### src/hw/rtl/mmwp_pkg.sv
`timescale 1ns / 1ps
`default_nettype none
// ----------------------------------------------------------------------------
// Min/max wave plotter package
// Shared widths, register index codes and the control struct that travels
// between the bucket tracker and the span mapper.
// ----------------------------------------------------------------------------
package mmwp_pkg;

  // Default values for the top-level parameters.
  localparam int SAMPLE_BITS_DEF = 16;
  localparam int COORD_BITS_DEF  = 12;

  // Fixed widths of the configuration registers and the frame state.
  localparam int COUNT_BITS    = 16;
  localparam int INDEX_BITS    = 32;
  localparam int SCALE_BITS    = 32;
  localparam int FRAC_BITS     = 16;
  localparam int DIM_BITS      = 13;
  localparam int X_ORIGIN_BITS = 32;
  localparam int Y_ORIGIN_BITS = 16;

  // Configuration port widths.
  localparam int CFG_IDX_BITS  = 3;
  localparam int CFG_DATA_BITS = 32;

  // Rows added above and below a span.
  localparam int ROW_MARGIN = 2;

  // Reset values of the configuration registers.
  localparam logic [COUNT_BITS-1:0]    BUCKET_LEN_RST = 16'd1;
  localparam logic [SCALE_BITS-1:0]    COL_SCALE_RST  = 32'd65536;
  localparam logic [X_ORIGIN_BITS-1:0] X_ORIGIN_RST   = 32'd0;
  localparam logic [SCALE_BITS-1:0]    ROW_SCALE_RST  = 32'd65536;
  localparam logic [Y_ORIGIN_BITS-1:0] Y_ORIGIN_RST   = 16'd0;
  localparam logic [DIM_BITS-1:0]      IMG_WIDTH_RST  = 13'd256;
  localparam logic [DIM_BITS-1:0]      IMG_HEIGHT_RST = 13'd256;

  typedef enum logic [CFG_IDX_BITS-1:0] {
    REG_BUCKET_LEN = 3'd0,
    REG_COL_SCALE  = 3'd1,
    REG_X_ORIGIN   = 3'd2,
    REG_ROW_SCALE  = 3'd3,
    REG_Y_ORIGIN   = 3'd4,
    REG_IMG_WIDTH  = 3'd5,
    REG_IMG_HEIGHT = 3'd6
  } cfg_reg_t;

  // Control of one closed bucket: valid and the signs of the three offsets
  // whose magnitudes travel beside it.
  typedef struct packed {
    logic valid;
    logic col_neg;
    logic min_neg;
    logic max_neg;
  } mmwp_span_ctl_t;

endpackage
`default_nettype wire

### src/hw/rtl/mmwp_if.sv
`timescale 1ns / 1ps
`default_nettype none
// ----------------------------------------------------------------------------
// Min/max wave plotter channels
// Valid/ready channels for samples, spans and configuration writes.
// ----------------------------------------------------------------------------
interface mmwp_in_if import mmwp_pkg::*; #(
  parameter int SAMPLE_BITS = SAMPLE_BITS_DEF
) ();
  logic                          valid;
  logic                          ready;
  logic signed [SAMPLE_BITS-1:0] sample;
  logic                          last_sample;

  modport source (output valid, output sample, output last_sample, input ready);
  modport sink   (input valid, input sample, input last_sample, output ready);
endinterface

`default_nettype wire

### src/hw/rtl/mmwp_tracker.sv
`timescale 1ns / 1ps
`default_nettype none
// ----------------------------------------------------------------------------
// Min/max wave plotter bucket tracker
// Folds samples into the running min/max, counts the bucket and registers
// the offsets of every closed bucket for the span mapper.
// ----------------------------------------------------------------------------
module mmwp_tracker import mmwp_pkg::*; #(
  parameter int SAMPLE_BITS = SAMPLE_BITS_DEF
) (
  input  wire logic                            clk,
  input  wire logic                            rst_n,
  mmwp_in_if.sink                              in_chan,
  input  wire logic        [COUNT_BITS-1:0]    bucket_len,
  input  wire logic signed [X_ORIGIN_BITS-1:0] x_origin,
  input  wire logic signed [Y_ORIGIN_BITS-1:0] y_origin,
  output mmwp_span_ctl_t                       span_ctl,
  output logic [INDEX_BITS:0]                  span_col_mag,
  output logic [((SAMPLE_BITS > Y_ORIGIN_BITS) ? SAMPLE_BITS : Y_ORIGIN_BITS)-1:0]
                                               span_min_mag,
  output logic [((SAMPLE_BITS > Y_ORIGIN_BITS) ? SAMPLE_BITS : Y_ORIGIN_BITS)-1:0]
                                               span_max_mag,
  input  wire logic                            span_ready
);

  localparam int DIFF_BITS     = ((SAMPLE_BITS > Y_ORIGIN_BITS) ? SAMPLE_BITS
                                                                : Y_ORIGIN_BITS) + 1;
  localparam int COL_DIFF_BITS = INDEX_BITS + 2;

  localparam logic signed [SAMPLE_BITS-1:0] SMP_MOST_POS = {1'b0, {(SAMPLE_BITS-1){1'b1}}};
  localparam logic signed [SAMPLE_BITS-1:0] SMP_MOST_NEG = {1'b1, {(SAMPLE_BITS-1){1'b0}}};
  localparam logic [COUNT_BITS-1:0]         COUNT_SAT    = {COUNT_BITS{1'b1}};

  logic [INDEX_BITS-1:0]         sample_index_r, sample_index_nxt;
  logic [COUNT_BITS-1:0]         bucket_count_r, bucket_count_nxt, count_base;
  logic signed [SAMPLE_BITS-1:0] run_min_r, run_min_nxt, fold_min;
  logic signed [SAMPLE_BITS-1:0] run_max_r, run_max_nxt, fold_max;
  logic                          in_xfer, close_bucket;

  logic signed [COL_DIFF_BITS-1:0] col_diff, col_ndiff, x_ext;
  logic signed [DIFF_BITS-1:0]     min_diff, min_ndiff, max_diff, max_ndiff, y_ext;

  mmwp_span_ctl_t             span_ctl_r;
  logic [INDEX_BITS:0]        col_mag_r;
  logic [DIFF_BITS-2:0]       min_mag_r, max_mag_r;

  assign in_chan.ready = !span_ctl_r.valid || span_ready;
  assign in_xfer       = in_chan.valid && in_chan.ready;

  // The new sample joins the running extremes before the bucket is checked.
  assign fold_min     = (in_chan.sample < run_min_r) ? in_chan.sample : run_min_r;
  assign fold_max     = (in_chan.sample > run_max_r) ? in_chan.sample : run_max_r;
  assign close_bucket = (bucket_count_r >= bucket_len);

  always_comb begin
    count_base = close_bucket ? '0 : bucket_count_r;
    if (in_chan.last_sample) begin
      sample_index_nxt = '0;
      bucket_count_nxt = '0;
      run_min_nxt      = SMP_MOST_POS;
      run_max_nxt      = SMP_MOST_NEG;
    end else begin
      sample_index_nxt = sample_index_r + INDEX_BITS'(1);
      bucket_count_nxt = (count_base == COUNT_SAT) ? count_base
                                                   : count_base + COUNT_BITS'(1);
      run_min_nxt      = close_bucket ? SMP_MOST_POS : fold_min;
      run_max_nxt      = close_bucket ? SMP_MOST_NEG : fold_max;
    end
  end

  // Both signs of each offset are formed side by side so the magnitude is a
  // single subtract followed by a select.
  assign x_ext     = {{(COL_DIFF_BITS-X_ORIGIN_BITS){x_origin[X_ORIGIN_BITS-1]}}, x_origin};
  assign col_diff  = $signed({2'b00, sample_index_r}) - x_ext;
  assign col_ndiff = x_ext - $signed({2'b00, sample_index_r});

  assign y_ext     = {{(DIFF_BITS-Y_ORIGIN_BITS){y_origin[Y_ORIGIN_BITS-1]}}, y_origin};
  assign min_diff  = {{(DIFF_BITS-SAMPLE_BITS){fold_min[SAMPLE_BITS-1]}}, fold_min} - y_ext;
  assign min_ndiff = y_ext - {{(DIFF_BITS-SAMPLE_BITS){fold_min[SAMPLE_BITS-1]}}, fold_min};
  assign max_diff  = {{(DIFF_BITS-SAMPLE_BITS){fold_max[SAMPLE_BITS-1]}}, fold_max} - y_ext;
  assign max_ndiff = y_ext - {{(DIFF_BITS-SAMPLE_BITS){fold_max[SAMPLE_BITS-1]}}, fold_max};

  always_ff @(posedge clk) begin
    if (!rst_n) begin
      sample_index_r   <= '0;
      bucket_count_r   <= '0;
      run_min_r        <= SMP_MOST_POS;
      run_max_r        <= SMP_MOST_NEG;
      span_ctl_r       <= '0;
    end else begin
      if (in_xfer) begin
        sample_index_r <= sample_index_nxt;
        bucket_count_r <= bucket_count_nxt;
        run_min_r      <= run_min_nxt;
        run_max_r      <= run_max_nxt;
      end
      if (in_chan.ready) begin
        span_ctl_r.valid   <= in_xfer && close_bucket;
        span_ctl_r.col_neg <= col_diff[COL_DIFF_BITS-1];
        span_ctl_r.min_neg <= min_diff[DIFF_BITS-1];
        span_ctl_r.max_neg <= max_diff[DIFF_BITS-1];
      end
    end
  end

  always_ff @(posedge clk) begin
    if (in_xfer && close_bucket) begin
      col_mag_r <= col_diff[COL_DIFF_BITS-1] ? col_ndiff[COL_DIFF_BITS-2:0]
                                             : col_diff[COL_DIFF_BITS-2:0];
      min_mag_r <= min_diff[DIFF_BITS-1] ? min_ndiff[DIFF_BITS-2:0] : min_diff[DIFF_BITS-2:0];
      max_mag_r <= max_diff[DIFF_BITS-1] ? max_ndiff[DIFF_BITS-2:0] : max_diff[DIFF_BITS-2:0];
    end
  end

  assign span_ctl     = span_ctl_r;
  assign span_col_mag = col_mag_r;
  assign span_min_mag = min_mag_r;
  assign span_max_mag = max_mag_r;

`ifndef SYNTHESIS
  a_last_clears: assert property (@(posedge clk) disable iff (!rst_n)
    in_xfer && in_chan.last_sample |=> sample_index_r == '0 && bucket_count_r == '0)
    else $error("frame state not cleared after last sample");

  a_count_moves: assert property (@(posedge clk) disable iff (!rst_n)
    in_xfer && !in_chan.last_sample |=> bucket_count_r != '0)
    else $error("bucket counter zero after a plain sample");

  a_extremes_order: assert property (@(posedge clk) disable iff (!rst_n)
    in_xfer && !in_chan.last_sample && !close_bucket |=> run_min_r <= run_max_r)
    else $error("running minimum above running maximum");
`endif

endmodule
`default_nettype wire

### src/flat_wrapper.sv
// flat-port wrapper written by rule: the top's interface ports become plain ports
module mmwp_tracker_flat import mmwp_pkg::*;
#(
  parameter int SAMPLE_BITS = SAMPLE_BITS_DEF
)
  (clk, rst_n, bucket_len, x_origin, y_origin, span_ctl, span_col_mag, span_min_mag, span_max_mag, span_ready, in_chan_valid, in_chan_sample, in_chan_last_sample, in_chan_ready);
  mmwp_in_if #(.SAMPLE_BITS(SAMPLE_BITS)) in_chan_i ();
  input  wire logic clk;
  input  wire logic rst_n;
  input  wire logic        [COUNT_BITS-1:0] bucket_len;
  input  wire logic signed [X_ORIGIN_BITS-1:0] x_origin;
  input  wire logic signed [Y_ORIGIN_BITS-1:0] y_origin;
  output mmwp_span_ctl_t span_ctl;
  output logic [INDEX_BITS:0] span_col_mag;
  output logic [((SAMPLE_BITS > Y_ORIGIN_BITS) ? SAMPLE_BITS : Y_ORIGIN_BITS)-1:0] span_min_mag;
  output logic [((SAMPLE_BITS > Y_ORIGIN_BITS) ? SAMPLE_BITS : Y_ORIGIN_BITS)-1:0] span_max_mag;
  input  wire logic span_ready;
  input wire logic [$bits(in_chan_i.valid)-1:0] in_chan_valid;
  input wire logic [$bits(in_chan_i.sample)-1:0] in_chan_sample;
  input wire logic [$bits(in_chan_i.last_sample)-1:0] in_chan_last_sample;
  output wire logic [$bits(in_chan_i.ready)-1:0] in_chan_ready;
  assign in_chan_i.valid = in_chan_valid;
  assign in_chan_i.sample = in_chan_sample;
  assign in_chan_i.last_sample = in_chan_last_sample;
  assign in_chan_ready = in_chan_i.ready;
  mmwp_tracker #(.SAMPLE_BITS(SAMPLE_BITS)) u_core (.clk(clk), .rst_n(rst_n), .in_chan(in_chan_i), .bucket_len(bucket_len), .x_origin(x_origin), .y_origin(y_origin), .span_ctl(span_ctl), .span_col_mag(span_col_mag), .span_min_mag(span_min_mag), .span_max_mag(span_max_mag), .span_ready(span_ready));
endmodule
### config.mk
export PLATFORM = sky130hd
export DESIGN_NAME = mmwp_tracker_flat
export DESIGN_NICKNAME = d
export VERILOG_FILES = /design/src/hw/rtl/mmwp_pkg.sv /design/src/hw/rtl/mmwp_if.sv /design/src/hw/rtl/mmwp_tracker.sv /design/src/flat_wrapper.sv
export SDC_FILE = /design/constraint.sdc
export NUM_CORES = 1
export LEC_CHECK = 0
export BUFFER_PORTS_ARGS = -buffer_cell sky130_fd_sc_hd__buf_2
export CORE_MARGIN = 3
export CORE_UTILIZATION = 45
export CTS_BUF_LIST = sky130_fd_sc_hd__clkbuf_8
export CTS_CLUSTER_DIAMETER = 120
export DETAILED_ROUTE_END_ITERATION = 6
export PLACE_DENSITY_LB_ADDON = 0.05
export SLEW_MARGIN = 20
export SYNTH_ARGS = -nofsm -noshare
export SYNTH_HDL_FRONTEND = slang
export SYNTH_SLANG_ARGS = --single-unit
### constraint.sdc
create_clock -name clk -period 5.05 [get_ports clk]
set_input_delay 0.2525 -clock clk [delete_from_list [all_inputs] [get_ports clk]]
set_output_delay 0.2525 -clock clk [all_outputs]
set_load 0.05 [all_outputs]
==> qor.json <==
{
  "clock_tree.htree_level_count": {"value": 4},
  "crit_top_cell": {"value": "a21o_1"},
  "worstPathCellList": {"value": "inv_2 > ha_4 > a21o_1 > a21o_1 > a21o_1 > a21o_1 > a21o_1 > a2111oi_2 > a221o_2 > buf_6 > mux2_4 > ha_4 > a21o_1 > a21oi_1 > o21bai_1 > o211ai_1 > buf_4 > a21o_1 > buf_4 > buf_4 > a211oi_1 > o31ai_1 > a21oi_1 > xnor2_1"},
  "placed_area": {"value": 15700, "unit": "µm²"},
  "synth.lib_cells_used.distinct": {"value": 84},
  "multi_input_area": {"value": 9470, "unit": "µm²"},
  "post-synth-top-area-fraction": {"value": 15.8, "unit": "%"},
  "asyncSetResetFlopFracSynth": {"value": 0, "unit": "%"},
  "worst-slew-pin-transition": {"value": 1020, "unit": "ps"},
  "grtUsageMet1": {"value": 32.2, "unit": "%"},
  "globalplace.congestion": {"value": 0.922},
  "outcome": {"value": "finished clean"},
  "global_route.usage.met3": {"value": 2.79, "unit": "%"},
  "area_used_by_sequential_logic_in_the_layout": {"value": 3630, "unit": "µm²"},
  "finalHoldViolations": {"value": 0},
  "layout.nets": {"value": 2159},
  "synth_enable_flop_cells": {"value": 65},
  "timing.final.crit_share": {"value": 95.3, "unit": "%"},
  "timing.critical_path.slowest_stage_cell": {"value": "dfxtp_2"},
  "finalClockSkew": {"value": 18.2, "unit": "ps"},
  "timing.setup.critical_path_class": {"value": "reg2reg"},
  "post_layout_instance_area": {"value": 16500, "unit": "µm²"},
  "yosys_register_bits": {"value": 149},
  "drt_iter0_drc": {"value": 679},
  "grt_start_max_net_pins": {"value": 34},
  "core": {"value": 30100, "unit": "µm²"},
  "synth_ff_type": {"value": "dfxtp_1"},
  "die_area": {"value": 33200, "unit": "µm²"},
  "clock-sinks": {"value": 149},
  "setup_violation_total_in_the_final_timing_report": {"value": 0},
  "dp_hpwl": {"value": 33.7, "unit": "mm"},
  "slew_violations": {"value": 0},
  "synth.most_common_cell": {"value": "inv_1"},
  "mappedNetlistNets": {"value": 1945},
  "worst_hold_path_type": {"value": "in2reg"},
  "drive_above_1_share": {"value": 19.9, "unit": "%"},
  "grt_first_pass_wirelength": {"value": 66.0, "unit": "mm"},
  "tritoncts_clock_tree": {"value": "built"},
  "antenna_violating_nets_post_route": {"value": 0},
  "die_h": {"value": 182, "unit": "µm"},
  "critPathMaxStageDelay": {"value": 340, "unit": "ps"},
  "cts_buffers": {"value": 17},
  "synthesis.area": {"value": 14000, "unit": "µm²"},
  "cp-end-kind": {"value": "register"},
  "count_of_mapped_cells_out_of_synthesis": {"value": 1678},
  "die_w": {"value": 182, "unit": "µm"},
  "pin_count": {"value": 155},
  "clk-insertion-delay-late": {"value": 490, "unit": "ps"},
  "crit_fanout": {"value": 6},
  "cts.clk_slew.worst_paths": {"value": 90, "unit": "ps"},
  "fillers": {"value": 2959},
  "peakVddDrop": {"value": 0.152, "unit": "mV"},
  "yosysWarnings": {"value": 0},
  "finalWorstPathRequiredPeriod": {"value": 4810, "unit": "ps"},
  "start_util": {"value": 46.4, "unit": "%"},
  "grt-busiest-layer": {"value": "met2"},
  "synth_area_per_cell": {"value": 8.33, "unit": "µm²"},
  "clock_tree.root_cell": {"value": "clkbuf_8"},
  "worst_ep_arrival_time": {"value": 5070, "unit": "ps"},
  "power_density": {"value": 240, "unit": "nW/µm²"},
  "vias_in_the_first_global_route": {"value": 12673},
  "synth.top_cells.by_count": {"value": "inv_1, ha_1, a21oi_1"},
  "global_route.usage.met2": {"value": 42.1, "unit": "%"},
  "largest_cells_by_area_after_synthesis": {"value": "ha_1, edfxtp_1, dfxtp_1, inv_1, a21oi_1"},
  "cp_data_required_time": {"value": 5300, "unit": "ps"},
  "max_slew_margin": {"value": 30.9, "unit": "%"},
  "detailroute.via_count": {"value": 12872},
  "diodes": {"value": 0},
  "area_growth": {"value": 18.0, "unit": "%"},
  "detail_route.first_pass.iterations": {"value": 5},
  "synth_sequential_area_ratio": {"value": 26.0, "unit": "%"},
  "grt_antenna_before_repair": {"value": 0},
  "globalRouteTotalUtil": {"value": 24.6, "unit": "%"},
  "drc": {"value": 0},
  "grt_overflow": {"value": 0},
  "max_cap_violations": {"value": 0},
  "drt-wirelength-per-cell": {"value": 18.1, "unit": "µm"},
  "design_power_total": {"value": 3.96, "unit": "mW"},
  "postRouteWirelength": {"value": 41.6, "unit": "mm"},
  "post_drt_via_cell_ratio": {"value": 5.61},
  "fmax": {"value": 208, "unit": "MHz"},
  "critical_path.startpoint_type": {"value": "register"},
  "rows": {"value": 63},
  "clk_path_buf_depth": {"value": 2},
  "pleak": {"value": 7.60, "unit": "nW"},
  "synthDominantAreaCellType": {"value": "ha_1"},
  "port_buffers": {"value": 154}
}
[state kept, by name (all words and copies together), names as in the netlist]
name	flops
u_core.span_ctl	4
u_core.span_min_mag	16
u_core.run_min_r	16
u_core.run_max_r	16
u_core.span_col_mag	33
u_core.bucket_count_r	16
u_core.sample_index_r	32
u_core.span_max_mag	16
[stage by stage]
step / TNS, ps / utilization, % / hold WS (ps) / cells / worst slack (ps)
floorplan: 0 / - / 378 / 1678 / 5.00
global placement: -1150 / 52.1 / 471 / 2258 / -152
detailed placement: -2750 / 52.1 / 478 / 2258 / -252
CTS: 0 / 53.9 / 12.6 / 2291 / 8.86
global route: -5.39 / 54.7 / 36.1 / 2295 / -5.39
finish: 0 / 54.7 / 49.1 / 2295 / 238
[repair_timing]
item                                   in CTS  in global routing
pin swaps                                   2                 17
hold buffers                                1                  0
resized for setup                           9                 41
endpoints found under the hold margin       1                  0
setup buffers                               0                  4
setup endpoints to repair                  22                 30
[area by class of cell]
class                   count  area share (%)
flip-flops and latches    149            22.1
multi-input cells        1256            57.4
inverters                 204            4.65
clock buffers              17            1.42
clock inverters            15            1.56
well taps                 390            2.96
repair buffers            264            9.92
[where the power goes]
part / total [mW] / internal, mW / switching, mW
combinational: 1.41 / 0.617 / 0.796
sequential: 1.35 / 1.33 / 0.0193
clock: 1.20 / 0.685 / 0.510
[path summary, 6_finish.rpt]
kind	cells past startpoint	start	slack, ps	end
worst max-delay path	24	u_core.run_max_r[9]	240	u_core.span_max_mag[7]
worst min-delay path	2	in_chan_sample[10]	50	u_core.run_max_r[10]
worst max register to register	24	u_core.run_max_r[9]	240	u_core.span_max_mag[7]
worst min register to register	1	u_core.run_min_r[4]	490	u_core.run_min_r[4]
[placed cells by master (no fill, tap or decap), types with 29 or more instances in the layout]
cell type  instances
inv_1            205
nand2_1           84
o21bai_1          29
buf_2            154
dfxtp_1           83
xnor2_1           64
a21oi_1          139
nand4_1           34
o21ai_0           99
mux2i_1           39
a21o_1            69
buf_4            104
edfxtp_1          65
nor2_1           107
nand3_1           33
ha_1             167
nor3_1            29
[layer usage]
layer  wire (µm)  part of all wire, %  vias up
met5           0                    0        -
met4        1150                  2.8        0
met3        1460                  3.5       62
met2       19900                   48      311
met1       19100                   46     6086
li1            -                    -     6413
[worst max-delay path: cells and delay by family, from the launching register on]
kind,cells,cell delay (ps)
muxes,1,320
AOI/OAI and AO/OA,15,2730
buffers and inverters,5,610
adders and majority gates,2,480
xor gates and xnor gates,1,80
DFF,1,340
[cell families (layout without fill, tap and decap cells)]
kind of cell    after synthesis  count (layout)  synth area share (%)
mux                          66              66                  4.95
compound gates              521             521                  24.7
fa+ha+maj                   182             182                  16.6
buf+inv                     273             500                  7.99
xor+xnor                     87              87                  5.45
simple gates                400             400                  14.2
flops                       149             149                  26.0
No activity file was read; power rests on OpenSTA's default activity.
